<file path="src/rtl/imte_pkg.sv">
// ----------------------------------------------------------------------------
// imte_pkg
// shared types and constants of the i2c master transaction engine
// ----------------------------------------------------------------------------
`default_nettype none

package imte_pkg;

	localparam int unsigned HP_W = 16;
	localparam logic [HP_W-1:0] HALF_PERIOD_RST = 16'd10;
	localparam logic [3:0] RESET_PULSES = 4'd10;
	localparam logic [3:0] BITS_PER_BYTE = 4'd8;

	typedef enum logic [1:0] {
		CMD_NONE  = 2'd0,
		CMD_WRITE = 2'd1,
		CMD_READ  = 2'd2,
		CMD_RESET = 2'd3
	} cmd_t;

	typedef enum logic [15:0] {
		PH_IDLE = 16'h0001,
		PH_ST0  = 16'h0002,
		PH_ST1  = 16'h0004,
		PH_ST2  = 16'h0008,
		PH_WHI  = 16'h0010,
		PH_WLO  = 16'h0020,
		PH_AHI  = 16'h0040,
		PH_ALO  = 16'h0080,
		PH_RHI  = 16'h0100,
		PH_RLO  = 16'h0200,
		PH_MHI  = 16'h0400,
		PH_MLO  = 16'h0800,
		PH_P0   = 16'h1000,
		PH_P1   = 16'h2000,
		PH_BLO  = 16'h4000,
		PH_BHI  = 16'h8000
	} phase_t;

	typedef struct packed {
		logic [1:0] cmd;
		logic [6:0] addr;
		logic [7:0] length;
		logic [7:0] tx_byte;
		logic       sda_in;
		logic       scl_in;
	} req_t;

	typedef struct packed {
		logic       scl_low;
		logic       sda_low;
		logic       busy_res;
		logic       tx_taken;
		logic [7:0] rx_byte;
		logic       rx_valid;
		logic       done_res;
		logic       acked;
		logic       slave_busy;
	} rsp_t;

endpackage

`default_nettype wire

</file>
<file path="src/rtl/imte_seq.sv">
// ----------------------------------------------------------------------------
// imte_seq
// bus phase sequencer: state registers and next-state logic for one tick
// ----------------------------------------------------------------------------
`default_nettype none

module imte_seq import imte_pkg::*; (
	input  wire logic            clk,
	input  wire logic            arst_n,
	input  wire logic            step,
	input  wire req_t            item,
	input  wire logic [HP_W-1:0] half_period,
	output rsp_t                 result
);

	phase_t          phase_q, phase_n;
	logic [HP_W-1:0] timer_q, timer_n, timer_dec, hp_eff;
	logic [3:0]      bit_q, bit_n, bit_inc;
	logic [7:0]      bytes_q, bytes_n;
	logic [7:0]      shift_q, shift_n;
	logic            read_q, read_n;
	logic            ack_q, ack_n;
	logic [3:0]      pulse_q, pulse_n, pulse_inc;
	logic            scl_q, scl_n;
	logic            sda_q, sda_n;
	logic            txt, rxv, done;

	assign hp_eff    = (half_period == '0) ? {{(HP_W-1){1'b0}}, 1'b1} : half_period;
	assign timer_dec = timer_q - {{(HP_W-1){1'b0}}, 1'b1};
	assign bit_inc   = bit_q + 4'd1;
	assign pulse_inc = pulse_q + 4'd1;

	always_comb begin
		phase_n = phase_q;
		timer_n = timer_q;
		bit_n   = bit_q;
		bytes_n = bytes_q;
		shift_n = shift_q;
		read_n  = read_q;
		ack_n   = ack_q;
		pulse_n = pulse_q;
		scl_n   = scl_q;
		sda_n   = sda_q;
		txt     = 1'b0;
		rxv     = 1'b0;
		done    = 1'b0;
		if (phase_q == PH_IDLE) begin
			if (item.cmd == CMD_WRITE || item.cmd == CMD_READ) begin
				read_n  = (item.cmd == CMD_READ);
				shift_n = {item.addr, item.cmd == CMD_READ};
				bytes_n = item.length;
				bit_n   = 4'd0;
				phase_n = PH_ST0;
				scl_n   = 1'b0;
				sda_n   = 1'b0;
				timer_n = hp_eff;
			end else if (item.cmd == CMD_RESET) begin
				pulse_n = 4'd0;
				phase_n = PH_BLO;
				scl_n   = 1'b1;
				sda_n   = 1'b0;
				timer_n = hp_eff;
			end
		end else begin
			timer_n = timer_dec;
			if (timer_dec == '0) begin
				timer_n = hp_eff;
				case (phase_q)
					PH_ST0: begin
						phase_n = PH_ST1; scl_n = 1'b0; sda_n = 1'b1;
					end
					PH_ST1: begin
						phase_n = PH_ST2; scl_n = 1'b1; sda_n = 1'b1;
					end
					PH_ST2: begin
						phase_n = PH_WHI; scl_n = 1'b0; sda_n = !shift_q[7];
					end
					PH_WHI: begin
						phase_n = PH_WLO; scl_n = 1'b1; sda_n = sda_q;
					end
					PH_WLO: begin
						shift_n = {shift_q[6:0], 1'b0};
						bit_n   = bit_inc;
						scl_n   = 1'b0;
						if (bit_inc >= BITS_PER_BYTE) begin
							phase_n = PH_AHI; sda_n = 1'b0;
						end else begin
							phase_n = PH_WHI; sda_n = !shift_q[6];
						end
					end
					PH_AHI: begin
						ack_n   = !item.sda_in;
						phase_n = PH_ALO; scl_n = 1'b1; sda_n = 1'b0;
					end
					PH_ALO: begin
						scl_n = 1'b0;
						if (ack_q && bytes_q != 8'd0) begin
							bytes_n = bytes_q - 8'd1;
							bit_n   = 4'd0;
							if (read_q) begin
								shift_n = 8'd0;
								phase_n = PH_RHI; sda_n = 1'b0;
							end else begin
								shift_n = item.tx_byte;
								txt     = 1'b1;
								phase_n = PH_WHI; sda_n = !item.tx_byte[7];
							end
						end else begin
							phase_n = PH_P0; sda_n = 1'b1;
						end
					end
					PH_RHI: begin
						shift_n = {shift_q[6:0], item.sda_in};
						phase_n = PH_RLO; scl_n = 1'b1; sda_n = 1'b0;
					end
					PH_RLO: begin
						bit_n = bit_inc;
						scl_n = 1'b0;
						if (bit_inc >= BITS_PER_BYTE) begin
							phase_n = PH_MHI; sda_n = (bytes_q != 8'd0);
						end else begin
							phase_n = PH_RHI; sda_n = 1'b0;
						end
					end
					PH_MHI: begin
						phase_n = PH_MLO; scl_n = 1'b1; sda_n = sda_q;
					end
					PH_MLO: begin
						rxv   = 1'b1;
						scl_n = 1'b0;
						if (bytes_q != 8'd0) begin
							bytes_n = bytes_q - 8'd1;
							bit_n   = 4'd0;
							shift_n = 8'd0;
							phase_n = PH_RHI; sda_n = 1'b0;
						end else begin
							phase_n = PH_P0; sda_n = 1'b1;
						end
					end
					PH_P0: begin
						phase_n = PH_P1; scl_n = 1'b0; sda_n = 1'b0;
					end
					PH_P1: begin
						done    = 1'b1;
						phase_n = PH_IDLE; scl_n = 1'b0; sda_n = 1'b0;
						timer_n = '0;
					end
					PH_BLO: begin
						phase_n = PH_BHI; scl_n = 1'b0; sda_n = 1'b0;
					end
					PH_BHI: begin
						pulse_n = pulse_inc;
						if (pulse_inc >= RESET_PULSES) begin
							phase_n = PH_IDLE; scl_n = 1'b0; sda_n = 1'b0;
							timer_n = '0;
						end else begin
							phase_n = PH_BLO; scl_n = 1'b1; sda_n = 1'b0;
						end
					end
					default: begin
						phase_n = PH_IDLE; scl_n = 1'b0; sda_n = 1'b0;
						timer_n = '0;
					end
				endcase
			end
		end
	end

	always_comb begin
		result.scl_low    = scl_n;
		result.sda_low    = sda_n;
		result.busy_res   = (phase_n != PH_IDLE);
		result.tx_taken   = txt;
		result.rx_byte    = rxv ? shift_q : 8'd0;
		result.rx_valid   = rxv;
		result.done_res   = done;
		result.acked      = ack_n;
		result.slave_busy = !item.scl_in && !scl_q;
	end

	always_ff @(posedge clk or negedge arst_n) begin
		if (!arst_n) begin
			phase_q <= PH_IDLE;
			timer_q <= '0;
			bit_q   <= 4'd0;
			bytes_q <= 8'd0;
			shift_q <= 8'd0;
			read_q  <= 1'b0;
			ack_q   <= 1'b0;
			pulse_q <= 4'd0;
			scl_q   <= 1'b0;
			sda_q   <= 1'b0;
		end else if (step) begin
			phase_q <= phase_n;
			timer_q <= timer_n;
			bit_q   <= bit_n;
			bytes_q <= bytes_n;
			shift_q <= shift_n;
			read_q  <= read_n;
			ack_q   <= ack_n;
			pulse_q <= pulse_n;
			scl_q   <= scl_n;
			sda_q   <= sda_n;
		end
	end

endmodule

`default_nettype wire

</file>
<file path="config.mk">
export PLATFORM = sky130hd
export DESIGN_NAME = imte_seq
export DESIGN_NICKNAME = d
export VERILOG_FILES = /design/src/rtl/imte_pkg.sv /design/src/rtl/imte_seq.sv
export SDC_FILE = /design/constraint.sdc
export NUM_CORES = 1
export LEC_CHECK = 0
export BUFFER_PORTS_ARGS = -buffer_cell sky130_fd_sc_hd__buf_2
export CAP_MARGIN = 15
export CORE_MARGIN = 4
export CORE_UTILIZATION = 35
export DETAILED_ROUTE_END_ITERATION = 12
export GPL_ROUTABILITY_DRIVEN = 0
export PLACE_DENSITY = 0.56
export SLEW_MARGIN = 20
export SYNTH_ARGS = -nofsm -noshare
export SYNTH_HDL_FRONTEND = slang
export SYNTH_SLANG_ARGS = --single-unit
</file>
<file path="constraint.sdc">
create_clock -name clk -period 4.57 [get_ports clk]
set_input_delay 1.371 -clock clk [delete_from_list [all_inputs] [get_ports clk]]
set_output_delay 1.371 -clock clk [all_outputs]
set_load 0.02 [all_outputs]
</file>
==> impl_metrics.csv <==
group,metric,value,unit
clock_network,clock_sinks,60,
grt,grt_usage,18.76,%
layout,area_delta_synth_final,26.89,%
timing,period_needed,4.631,ns
hold_path,min_path_type,"reg2reg",
clock_network,numCtsBuffers,9,
synth,avgSynthCellArea,8.155,um2
synth,ys.flop_type,"dfrtp_1",
power_and_ir_drop,leakage,2.582,nW
placed_design,placed_cells,769,
routing,drt-total-wl,13540,um
worst_setup_path,worst-path-max-fanout,5,
layout,stdcell_count,802,
power_and_ir_drop,combPwrFrac,46.2,%
timing,min_period_over_period,101.3,%
floorplan,dieHeight,120.7,um
worst_setup_path,cp_top_family,"simple AND/OR/NAND/NOR gates",
layout,diodes,0,
worst_setup_path,cp_slowest_cell,"or4_4",
synth,ys_warn_count,0,
status,status,"complete, but fails checks",
power_and_ir_drop,ir_drop,0.0002532,V
worst_setup_path,critPathLaunchType,"register",
clock_network,clkTransAtPathRegs,0.05,ns
clock_network,root_buffer,"clkbuf_16",
placed_design,numPortBuffers,61,
power_and_ir_drop,clkPwrFrac,23.9,%
floorplan,core_area,12210,um2
power_and_ir_drop,p_total,2.867,mW
synth,ys_seq_area_share,33.81,%
worst_setup_path,cp.arrival,3.26,ns
grt,gr-usage-met2,30.56,%
clock_network,insertion_delay,0.33,ns
timing,maxSlewViolCount,0,
clock_network,cts_tree,"yes",
floorplan,num_io_pins,62,
synth,ys_ff_latch,60,
timing,layout_setup_ws,-0.06058,ns
hold_path,holdCritStartpoint,"bytes_q[0]",
synth,synthesis.nets,599,
timing,rsz0062_at_grt,"true",
routing,drt_iter0_drc,409,
floorplan,dieArea,14560,um2
timing,finalSetupViolCount,10,
clock_network,clockBufferDepth,2,
worst_setup_path,crit_path_max_incr_delay,0.57,ns
floorplan,initial_core_util,36.39,%
status,violations,"setup timing",
power_and_ir_drop,swShare,40.64,%
worst_setup_path,cp_data_required_time,3.20,ns
timing,fmax,0.2160,GHz
timing,finalSetupTns,-0.4527,ns
power_and_ir_drop,internal_power,1.702,mW
synth,netlist_instances,545,
synth,async_flop_share,100.0,%
grt,use_met3,3.929,%
routing,detail_route.wl_per_cell,16.88,um
worst_setup_path,reg2reg_from,"bytes_q[0]",
worst_setup_path,path_class,"reg2out",
grt,grt_pass1_vias,4397,
synth,synth_cell_types,66,
worst_setup_path,crit_buf_inv,2,
layout,fin_nets,683,
placed_design,dpl.hpwl,9812,um
power_and_ir_drop,power.switching,1.165,mW
routing,routed_via_density,5.661,
routing,drc,0,
grt,grt-busiest-layer,"met2",
routing,postRouteAntennaNets,0,
timing,max_slew_margin,33.75,%
routing,dr.pass1.iters,6,
grt,antenna_found_initial,0,
power_and_ir_drop,p_per_area,508.4,nW/um2
worst_setup_path,crit_path_end_kind,"primary output",
timing,final.setup_skew,0.006761,ns
layout,fin_util,46.18,%
grt,grt_max_degree,41,
layout,drive_gt1_share,26.66,%
timing,final-hold-violation-count,0,
synth,synth_edf_count,0,
grt,grtUsageMet1,25.00,%
grt,grt_pass1_wl,21910,um
flow_run,max-cap-violations,0,
clock_network,cts_hold_buf,0,
layout,fillCellCount,1247,
timing,worstMarginPinSlew,0.9916,ns
worst_setup_path,cp-startpoint,"timer_q[4]",
timing,whs,0.5090,ns
power_and_ir_drop,seqPwrFrac,29.9,%
floorplan,die_w,120.7,um
grt,overflow,0,
clock_network,htreeDepth,3,
floorplan,rows,40,
routing,vias,4540,
synth,syn-cell-area,4444,um2
worst_setup_path,path_cells,"or4_4 -> o31a_1 -> a211o_1 -> or4_4 -> nor4_4 -> nor2b_4 -> buf_6 -> and2_1 -> buf_6",
sequential cells by signal, summed over array words and instances, names as in the netlist:
signal	count
bit_q	4
read_q	1
phase_q	16
bytes_q	8
shift_q	8
timer_q	16
scl_q	1
pulse_q	4
ack_q	1
sda_q	1
worst paths after layout:
check | endpoint | slack (ns) | cells after the start
max | result[9] | -0.06 | 9
min | bytes_q[0] | 0.51 | 1
max reg2reg | sda_q | 0.96 | 17
min reg2reg | bytes_q[0] | 0.51 | 1
max in group asynchronous | timer_q[8] | 2.55 | 2
min in group asynchronous | shift_q[2] | 1.17 | 1
layer usage:
| metal | routed length (um) | vias up | part of all wire [%] |
|---|---|---|---|
| met5 | 0 | - | 0 |
| met4 | 220 | 0 | 1.6 |
| met3 | 866 | 19 | 6.4 |
| met2 | 6381 | 149 | 47 |
| met1 | 6068 | 2181 | 45 |
| li1 | - | 2191 | - |
metrics by stage:
stage               instance area, um2  worst slack [ns]
detailed placement                5030            0.1163
CTS                               5523          -0.07651
floorplan                         4444           0.04308
finish                            5639          -0.06058
global placement                  5030            0.1527
global route                      5639           -0.2190
cell type report:
class	instances	area [um2]	share of cell area [%]
well taps	168	210.2	3.728
inverters	23	86.33	1.531
clock buffers	12	256.5	4.548
flip-flops and latches	60	1504	26.67
repair buffers	108	752.0	13.33
multi-input cells	427	2783	49.35
clock inverters	4	47.55	0.8431
kinds of logic after synthesis:
family / Yosys count / synth area share [%]
flip-flops: 60 / 33.81
AND/OR/NAND/NOR: 229 / 28.74
buffers and inverters: 58 / 5.771
adder cells (fa/ha/maj): 8 / 2.252
AO/OA/AOI/OAI: 152 / 20.72
XOR/XNOR: 10 / 1.971
multiplexers: 28 / 6.728
synthesized netlist by cell type (3+ instances only):
cell type  instances  area share, %
a211oi_1           5           0.84
a21o_1             3           0.51
a21oi_1           25            2.8
a22o_1             3           0.59
a31oi_1            4           0.56
and2_1            11            1.5
and3_1             6           0.84
buf_2              4           0.45
buf_4              7            1.2
clkbuf_1          23            1.9
dfrtp_1           59             33
ha_1               8            2.3
inv_1             23            1.9
mux2_2            11            2.8
mux2i_1           16            3.6
nand2_1           36            3.0
nand2b_1           7           0.99
nand3_1           16            1.8
nand4_1           10            1.4
nor2_1            47            4.0
nor2b_1           10            1.4
nor3_1            21            2.4
nor3b_1            3           0.51
nor4_1            19            2.7
nor4b_1            6            1.2
o21ai_0           72            8.1
o22ai_1            9            1.3
o2bb2ai_1          4           0.79
o31ai_1            4           0.68
or2_2              3           0.42
or3_1              9            1.3
or4_1              8            1.4
or4_4              3           0.76
xnor2_1            5           0.99
xor2_1             5           0.99
placed cells by master (no fill, tap or decap), types with 5 or more instances in the layout:
cell,count
nor4_1,19
nand2_1,35
and2_4,6
mux2i_1,16
o21ai_0,71
nor2_1,45
nor4b_1,6
nor3_1,20
and2_1,5
buf_2,46
or3_1,9
and3_1,5
or4_1,8
mux2_2,11
clkbuf_16,9
xor2_1,5
buf_4,47
xnor2_1,5
buf_6,15
nand2b_1,7
nand3_1,16
nor2b_1,9
dfrtp_1,58
a21oi_1,25
o22ai_1,8
inv_1,21
nand4_1,10
ha_1,7
repair_timing:
item / in CTS / in global routing
pin swaps: 10 / 8
endpoints found under the setup margin: 15 / 15
gates cloned: 1 / 0
resized for setup: 31 / 23
setup buffers: 11 / 5
power groups by stage:
stage	Clock [mW]	Sequential, mW	Combinational, mW
floorplan	0	0.799	0.903
global placement	0	0.845	1.24
detailed placement	0	0.853	1.26
CTS	0.701	0.848	1.27
global route	0.728	0.880	1.48
finish	0.685	0.856	1.33
(Power assumes the default switching activity.)
